===== config.mk =====
export PLATFORM = sky130hd
export DESIGN_NAME = wsap_div
export DESIGN_NICKNAME = d
export VERILOG_FILES = /design/src/hdl/wsap_div.sv
export SDC_FILE = /design/constraint.sdc
export NUM_CORES = 1
export LEC_CHECK = 0
export BUFFER_PORTS_ARGS = -buffer_cell sky130_fd_sc_hd__buf_4
export CELL_PAD_IN_SITES_DETAIL_PLACEMENT = 0
export CELL_PAD_IN_SITES_GLOBAL_PLACEMENT = 1
export CORE_ASPECT_RATIO = 1.75
export CORE_MARGIN = 2
export CORE_UTILIZATION = 45
export DETAILED_ROUTE_END_ITERATION = 16
export HOLD_SLACK_MARGIN = 0.06
export PLACE_DENSITY_LB_ADDON = 0.05
export SETUP_SLACK_MARGIN = 0.02
export SYNTH_ARGS = -nofsm -noshare
export SYNTH_HDL_FRONTEND = slang
export SYNTH_SLANG_ARGS = --single-unit

===== constraint.sdc =====
create_clock -name i_clk -period 4.25 [get_ports i_clk]
set_input_delay 1.275 -clock i_clk [delete_from_list [all_inputs] [get_ports i_clk]]
set_output_delay 1.275 -clock i_clk [all_outputs]
set_load 0.1 [all_outputs]

===== src/hdl/wsap_div.sv =====
// ----------------------------------------------------------------------------
// wsap_div
// Radix-2 restoring divider: signed sum by unsigned count, truncated toward
// zero, one quotient bit per cycle.
// ----------------------------------------------------------------------------
module wsap_div #(
    parameter int SUM_W = 19,
    parameter int CNT_W = 4
) (
    input  logic                    i_clk,
    input  logic                    i_rst_n,
    input  logic                    i_start,
    input  logic signed [SUM_W-1:0] i_dividend,
    input  logic [CNT_W-1:0]        i_divisor,
    output logic                    o_done,
    output logic signed [15:0]      o_quotient
);

    localparam int STEP_W = (SUM_W > 1) ? $clog2(SUM_W) : 1;

    logic              r_busy, n_busy;
    logic              r_done, n_done;
    logic              r_neg, n_neg;
    logic [SUM_W-1:0]  r_quo, n_quo;
    logic [CNT_W-1:0]  r_rem, n_rem;
    logic [STEP_W-1:0] r_step, n_step;

    logic [CNT_W:0]    trial;
    logic [CNT_W:0]    diff;
    logic [SUM_W-1:0]  mag;
    logic [SUM_W-1:0]  quo_signed;

    always_comb begin
        mag        = i_dividend[SUM_W-1] ? (~i_dividend + SUM_W'(1)) : i_dividend;
        trial      = {r_rem, r_quo[SUM_W-1]};
        diff       = trial - {1'b0, i_divisor};
        n_busy     = r_busy;
        n_done     = 1'b0;
        n_neg      = r_neg;
        n_quo      = r_quo;
        n_rem      = r_rem;
        n_step     = r_step;
        if (i_start) begin
            n_busy = 1'b1;
            n_neg  = i_dividend[SUM_W-1];
            n_quo  = mag;
            n_rem  = '0;
            n_step = STEP_W'(SUM_W - 1);
        end else if (r_busy) begin
            if (trial >= {1'b0, i_divisor}) begin
                n_rem = diff[CNT_W-1:0];
                n_quo = {r_quo[SUM_W-2:0], 1'b1};
            end else begin
                n_rem = trial[CNT_W-1:0];
                n_quo = {r_quo[SUM_W-2:0], 1'b0};
            end
            n_step = r_step - STEP_W'(1);
            if (r_step == '0) begin
                n_busy = 1'b0;
                n_done = 1'b1;
            end
        end
        quo_signed = r_neg ? (~r_quo + SUM_W'(1)) : r_quo;
    end

    always_ff @(posedge i_clk) begin
        if (!i_rst_n) begin
            r_busy <= 1'b0;
            r_done <= 1'b0;
        end else begin
            r_busy <= n_busy;
            r_done <= n_done;
        end
    end

    always_ff @(posedge i_clk) begin
        r_neg  <= n_neg;
        r_quo  <= n_quo;
        r_rem  <= n_rem;
        r_step <= n_step;
    end

    assign o_done     = r_done;
    assign o_quotient = quo_signed[15:0];

endmodule


# ---- Word level (Yosys, flattened, before mapping)
# Index checks and enable logic that the tools add are counted.
dict set report word_totals {
  regBits 31
  input_bits 26
  output_inout_bits 17
  word_cells 28
}
dict set report op_classes {
  add_sub_neg 4
  n_lt_le_gt_ge 1
  n_mux 10
  n_bitwise 4
  n_reduce_logical 3
}
# op n
set ops {}
lappend ops {{two-way mux 19 bit} 3}
lappend ops {{adder 19 x 2 -> 19 bit (second input constant)} 1}
lappend ops {{NOT 19 bit} 1}
lappend ops {{adder 16 x 1 -> 16 bit (second input constant)} 1}
lappend ops {{two-way mux 16 bit} 1}
lappend ops {{NOT 16 bit} 1}
lappend ops {{>= comparator 5 x 4 -> 1 bit} 1}
lappend ops {{zero test 5 bit} 1}
lappend ops {{two-way mux 1 bit} 5}
lappend ops {{subtractor 5 x 1 -> 5 bit (second input constant)} 1}
lappend ops {{two-way mux 4 bit} 1}
lappend ops {{subtractor 4 bit} 1}
lappend ops {{OR reduction 3 bit} 1}
lappend ops {{NOT 1 bit} 2}
lappend ops {{nonzero test 2 bit} 1}

# ---- Logic depth before layout (Yosys ltp)
# Gate-level depths: netlist (run 1).
dict set report logic_depth {
  word_depth 4
  mapped_depth 6
  depth_no_buf 6
}

# ---- Worst setup path after synthesis (run 1)
# OpenSTA, ideal clock, no wires.
dict set report synth_path {
  kind {flip-flop to output port}
  startpoint {reg r_neg}
  endpoint {out o_quotient[1]}
  t_arrival_ns 2.776
  required_time_ns 2.975
  setup_slack_ns 0.199
  stages_incl_launch_ff 3
  path_buffers 1
  cell_sequence {edfxtp_1 clkbuf_1 o21ai_0}
}
dict set report synth_between {
  elab_chain_cells 1
}
# item line
set synth_rtl {}
lappend synth_rtl {{start: declaration} 23} ;# logic r_neg, n_neg;
lappend synth_rtl {{start signal: assignment} 77} ;# r_neg <= n_neg;
lappend synth_rtl {{two-way mux 16 bit} 63} ;# quo_signed = r_neg ? (~r_quo + SUM_W'(1)) : r_quo;
lappend synth_rtl {{end: declaration} 16} ;# output logic signed [15:0] o_quotient
# No other way between the ends.

# ---- Worst setup path after layout (run 1)
dict set report layout_path {
  startpoint {reg r_quo[0]}
  endpoint {out o_quotient[15]}
}
dict set report layout_between {
  elab_chain_cells 3
}
# item line
set layout_rtl {}
lappend layout_rtl {{start: declaration} 24} ;# logic [SUM_W-1:0] r_quo, n_quo;
lappend layout_rtl {{start signal: assignment} 78} ;# r_quo <= n_quo;
lappend layout_rtl {{NOT 16 bit} 63}
lappend layout_rtl {{adder 16 x 1 -> 16 bit} 63}
lappend layout_rtl {{two-way mux 16 bit} 63}
# No other way between the ends.

==> results of run 1 <==
==> area by class of cell <==
type	count	area, µm²	share of cell area
Multi-Input combinational cell	183	1310	0.492
Clock inverter	1	5.00	0.00188
Inverter	15	56.3	0.0212
Timing Repair Buffer	42	315	0.118
Clock buffer	7	86.3	0.0324
Sequential cell	31	821	0.308
Tap cell	54	67.6	0.0254
==> per-stage QoR <==
| step | power [mW] | hold slack [ps] | std cells | instance area, µm² | utilization |
|---|---|---|---|---|---|
| 2_1_floorplan | 0.752 | 434 | 245 | 2260 | - |
| 3_3_place_gp | 0.851 | 461 | 325 | 2570 | 0.525 |
| 3_5_place_dp | 0.852 | 458 | 325 | 2570 | 0.525 |
| 4_1_cts | 1.09 | 473 | 333 | 2660 | 0.544 |
| 5_1_grt | 1.13 | 489 | 333 | 2660 | 0.544 |
| 6_report | 1.08 | 475 | 333 | 2660 | 0.544 |
==> flip-flops by register name, indices dropped and copies added (netlist names) <==
name	flops
r_busy	1
o_done	1
r_rem	4
r_step	5
r_neg	1
r_quo	19
==> routing by layer <==
layer	vias up	track usage	share of wire
met5	-	0	0
met3	15	0.0291	0.042
met1	871	0.185	0.37
met4	0	0.0823	0.022
met2	46	0.361	0.57
li1	956	-	-
==> cell families after synthesis <==
kind of cell    after synthesis  synth area share
simple gates                 88             0.238
mux                           3            0.0133
fa+ha+maj                     9            0.0532
buf+inv                      31            0.0570
flops                        31             0.363
xor+xnor                     31             0.120
compound gates               52             0.156
==> synthesized netlist by cell type, types with 2 or more instances <==
| cell | number | area share |
|---|---|---|
| nand3_1 | 2 | 0.0044 |
| or3_1 | 9 | 0.025 |
| a311o_1 | 2 | 0.0089 |
| inv_1 | 15 | 0.025 |
| nor2_1 | 19 | 0.032 |
| nand3b_1 | 2 | 0.0066 |
| edfxtp_1 | 20 | 0.27 |
| o31ai_1 | 8 | 0.027 |
| a311oi_1 | 2 | 0.0078 |
| nor3b_1 | 3 | 0.010 |
| buf_1 | 2 | 0.0033 |
| mux2i_1 | 3 | 0.013 |
| or2_2 | 4 | 0.011 |
| xnor2_1 | 18 | 0.070 |
| dfxtp_1 | 11 | 0.097 |
| and3_1 | 3 | 0.0083 |
| ha_1 | 8 | 0.044 |
| nor4_4 | 2 | 0.019 |
| nor2b_1 | 3 | 0.0083 |
| nor3_1 | 6 | 0.013 |
| xor2_1 | 13 | 0.050 |
| a31oi_1 | 2 | 0.0055 |
| clkbuf_1 | 11 | 0.018 |
| nand2b_1 | 5 | 0.014 |
| nor4b_1 | 3 | 0.012 |
| o41ai_1 | 5 | 0.019 |
| nand4_1 | 3 | 0.0083 |
| a21oi_1 | 16 | 0.035 |
| o21ai_0 | 10 | 0.022 |
| or4_1 | 4 | 0.013 |
| nand2_1 | 13 | 0.022 |
==> worst max-delay path, stage by stage, from the launching register on <==
cell and delay (ps):
edfxtp_1 430, or3_1 410, or3b_1 480, o41ai_1 360
xnor2_1 170, buf_4 310
==> final timing paths <==
check | from | to | slack (ps) | cells after the start
worst max-delay path | r_quo[0] | o_quotient[15] | 540 | 5
worst min-delay path | r_rem[3] | r_rem[3] | 470 | 1
worst max register to register | r_rem[1] | r_rem[1] | 2350 | 5
worst min register to register | r_rem[3] | r_rem[3] | 470 | 1
==> power by group through the flow <==
stage          Sequential (mW)  Combinational, mW  Clock [mW]
6_report                 0.394              0.450       0.235
5_1_grt                  0.399              0.476       0.259
4_1_cts                  0.393              0.453       0.241
3_5_place_dp             0.400              0.452           0
3_3_place_gp             0.399              0.452           0
2_1_floorplan            0.386              0.366           0
==> metrics.cfg, run 1 <==
[run_status]
outcome = complete, no violations

[detailed_routing]
via_count = 1888
drtIter0Drc = 72
drc = 0
dr.pass1.iters = 4
vias_per_cell = 5.67
postRouteAntennaNets = 0
avgRoutedWirePerCell_um = 14.9
finalWirelength_um = 4980

[cts]
cts_buffer_depth = 2
cts-root-buf = clkbuf_8
cts-resized-gates = 0
cts-htree-levels = 2
post-cts-setup-buffer-count = 0
clock_sinks = 31
clkLatencyLatePin_ps = 270
cts_inserted_buffers = 5
cts_tree = yes
cts-hold-fix-buffers = 0
clkSlewWorstSetupHoldPaths_ps = 70

[critical_path]
cp.required_ps = 2970
cp_max_fo = 5
critPathCaptureType = output pin
startpoint_type = flop
path_class = reg2out
crit_arrival_ps = 2430

[pwr]
switching_power_mw = 0.463
power.leakage_nw = 1.05
switching_share = 0.430
internal_power_mw = 0.615
seq_power_share = 0.365
clkPwrFrac = 0.218
power.density_mw_per_mm2 = 405
power_frac_comb = 0.417
vdd_drop_max_v = 0.000276

[sta]
finalWorstSetupSlack_ps = 541
max_slew_margin = 0.482
min_period_ps = 3710
finalHoldViolCount = 0
setup_viol = 0
max_freq_ghz = 0.270
fin_crit_sh = 0.873
drv_slew = 0
grt_setup_unrepaired = false
finalSetupTns_ps = 0
worstMarginPinSlew_ps = 776
skew_ps = 6.45

[logic_synthesis]
synth_cell_type_count = 49
synth_enable_flop_cells = 20
yosysWarningCount = 0
synth-seq-cells = 31
synthArstFlopShare = 0
yosysSeqAreaShare = 0.363
synth_nets = 280
synthCells = 245
syn-cell-area_mm2 = 0.00226
ys.flop_type = edfxtp_1
avgSynthCellArea_um2 = 9.22

[floorplanning]
die_w_um = 57.6
io_pins = 43
core_mm2 = 0.00489
die_h_um = 97.7
row_count = 34
initial_core_util = 0.462
die-area_mm2 = 0.00563

[final_layout]
drive_gt1_frac = 0.215
area_growth_syn_to_layout_pct = 17.8
n_fill_cell = 493
antenna-diode-count = 0
final_common_cell = buf_4
fin_nets = 313
mostFrequentLayoutCells = buf_4, edfxtp_1, nor2_1

[global_routing]
grt_pass1_vias = 1853
grt_max_degree = 49
grt_use_total = 0.187
grt_first_pass_wirelength_um = 8360
overflow = 0
antenna_found_initial = 0

[hold_path]
holdCritPathClass = reg2reg

[place]
port_buffers = 42
place_ws_ps = 798
place.gp.congestion = 0.767
place_hpwl_um = 3830

[flow_run]
cap_viol_max_count = 0

Power figures use the tool's default switching activity.
==> run 2: changes to the inputs <==
--- a/config.mk
+++ b/config.mk
@@ -13,6 +13,7 @@
 export CORE_UTILIZATION = 45
 export DETAILED_ROUTE_END_ITERATION = 16
 export HOLD_SLACK_MARGIN = 0.06
+export MAX_ROUTING_LAYER = met4
 export PLACE_DENSITY_LB_ADDON = 0.05
 export SETUP_SLACK_MARGIN = 0.02
 export SYNTH_ARGS = -nofsm -noshare
==> metrics.cfg, run 2 (synthesis gave the netlist of run 1 again) <==
[detailed_routing]
postRouteAntennaNets = 0  ; unchanged
vias_per_cell = 5.65  ; -0.37%
avgRoutedWirePerCell_um = 14.9  ; -0.58%
finalWirelength_um = 4950  ; -0.58%
via_count = 1881  ; -0.37%
drtIter0Drc = 72  ; unchanged
dr.pass1.iters = 4  ; unchanged
drc = 0  ; unchanged

[cts]
cts_inserted_buffers = 5  ; unchanged
post-cts-setup-buffer-count = 0  ; unchanged
clkLatencyLatePin_ps = 270  ; about the same
cts-root-buf = clkbuf_8
clkSlewWorstSetupHoldPaths_ps = 70  ; about the same
cts_tree = yes
clock_sinks = 31  ; unchanged
cts-htree-levels = 2  ; unchanged
cts-resized-gates = 0  ; unchanged
cts_buffer_depth = 2  ; unchanged
cts-hold-fix-buffers = 0  ; unchanged

[sta]
finalHoldViolCount = 0  ; unchanged
drv_slew = 0  ; unchanged
finalWorstSetupSlack_ps = 542  ; +1.57 ps
grt_setup_unrepaired = false
finalSetupTns_ps = 0  ; unchanged
setup_viol = 0  ; unchanged
skew_ps = 6.45  ; -0.00219 ps
worstMarginPinSlew_ps = 771  ; -5.37 ps
max_freq_ghz = 0.270  ; about the same
min_period_ps = 3710  ; -1.57 ps
max_slew_margin = 0.485  ; +0.00359
fin_crit_sh = 0.872  ; about the same

[pwr]
vdd_drop_max_v = 0.000277  ; +0.35%
switching_power_mw = 0.463  ; about the same
power.leakage_nw = 1.05  ; unchanged
power.density_mw_per_mm2 = 405  ; about the same
power_frac_comb = 0.417  ; about the same
clkPwrFrac = 0.218  ; about the same
switching_share = 0.429  ; about the same
seq_power_share = 0.365  ; about the same
internal_power_mw = 0.615  ; about the same
total_power_mw = 1.08  ; about the same

[run_status]
outcome = complete, no violations

[critical_path]
r2r-end = r_rem[1]
cp.required_ps = 2970  ; about the same
r2r_slack_ps = 2350  ; about the same
path_class = reg2out
crit_arrival_ps = 2430  ; about the same
critPathCaptureType = output pin
reg2reg_depth = 5  ; unchanged
r2r_start = r_rem[1]
cp_max_fo = 5  ; unchanged
startpoint_type = flop

[global_routing]
grt_use_total = 0.192  ; +0.00512
grt_max_degree = 49  ; unchanged
grt_first_pass_wirelength_um = 8340  ; -0.24%
grtUsageMet2 = 0.361  ; unchanged
met3_usage = 0.0291  ; unchanged
overflow = 0  ; unchanged
met1_usage = 0.184  ; -0.000848
antenna_found_initial = 0  ; unchanged
top_usage_layer = met2
grt_pass1_vias = 1855  ; +0.11%

[flow_run]
cap_viol_max_count = 0  ; unchanged

[final_layout]
regMostFlops = r_quo
fin_util = 0.544  ; unchanged
drive_gt1_frac = 0.215  ; unchanged
top_regs = r_quo (19), r_step (5), r_rem (4)
largest_reg_flops = 19  ; unchanged
final_common_cell = buf_4
antenna-diode-count = 0  ; unchanged
mostFrequentLayoutCells = buf_4, edfxtp_1, nor2_1
fin_nets = 313  ; unchanged
area_growth_syn_to_layout_pct = 17.8  ; unchanged

[floorplanning]
core_mm2 = 0.00489  ; unchanged
io_pins = 43  ; unchanged
die_w_um = 57.6  ; unchanged
die-area_mm2 = 0.00563  ; unchanged
row_count = 34  ; unchanged
initial_core_util = 0.462  ; unchanged
die_h_um = 97.7  ; unchanged

[place]
place_hpwl_um = 3830  ; unchanged
place_ws_ps = 798  ; unchanged
port_buffers = 42  ; unchanged
place.gp.congestion = 0.777  ; +1.3%

[hold_path]
holdCritPathClass = reg2reg
hold_start = r_rem[3]
min_to = r_rem[3]
hold_depth = 1  ; unchanged

-- run 2: cell counts in the layout (fill, tap and decap cells not counted) --
Identical to the previous run, type by type.
-- run 2: final cells by class --
cell class | count | area [µm²]
Fill cell | 493 | 2230
Multi-Input combinational cell | 183 | 1310
Sequential cell | 31 | 821
Timing Repair Buffer | 42 | 315
Clock buffer | 7 | 86.3
Tap cell | 54 | 67.6
Inverter | 15 | 56.3
Clock inverter | 1 | 5.00
-- run 2: stage by stage --
| stage | hold slack [ps] | cell area [µm²] | cells |
|---|---|---|---|
| final | 475 | 2660 | 333 |
| after global routing | 489 | 2660 | 333 |
| after CTS | 473 | 2660 | 333 |
| after detailed placement | 458 | 2570 | 325 |
| after global placement | 461 | 2570 | 325 |
| after floorplan | 434 | 2260 | 245 |
-- run 2: metal layers --
metal | vias up | part of all wire
met3 | 9 | 0.041
met2 | 44 | 0.58
met1 | 871 | 0.37
met5 | - | 0
li1 | 957 | -
met4 | 0 | 0.015
-- run 2: power by group through the flow --
stage	clock, mW	sequential (mW)	combinational (mW)
after detailed placement	0	0.400	0.452
after floorplan	0	0.386	0.366
final	0.235	0.394	0.450
after global routing	0.259	0.399	0.476
after global placement	0	0.399	0.452
after CTS	0.241	0.393	0.453
-- run 2: worst max-delay path by stage --
stage	endpoint	slack [ps]	cells after the start	startpoint
2_1_floorplan	o_quotient[1]	200	2	r_neg
3_3_place_gp	o_quotient[15]	820	5	r_quo[0]
3_5_place_dp	o_quotient[15]	800	5	r_quo[0]
4_1_cts	o_quotient[15]	500	5	r_quo[0]
5_1_grt	o_quotient[15]	440	5	r_quo[0]
6_report	o_quotient[15]	540	5	r_quo[0]
-- run 2: critical path, stage by stage (launching register included) --
cell and delay [ps]:
edfxtp_1 430, or3_1 410, or3b_1 480, o41ai_1 360, xnor2_1 170, buf_4 310
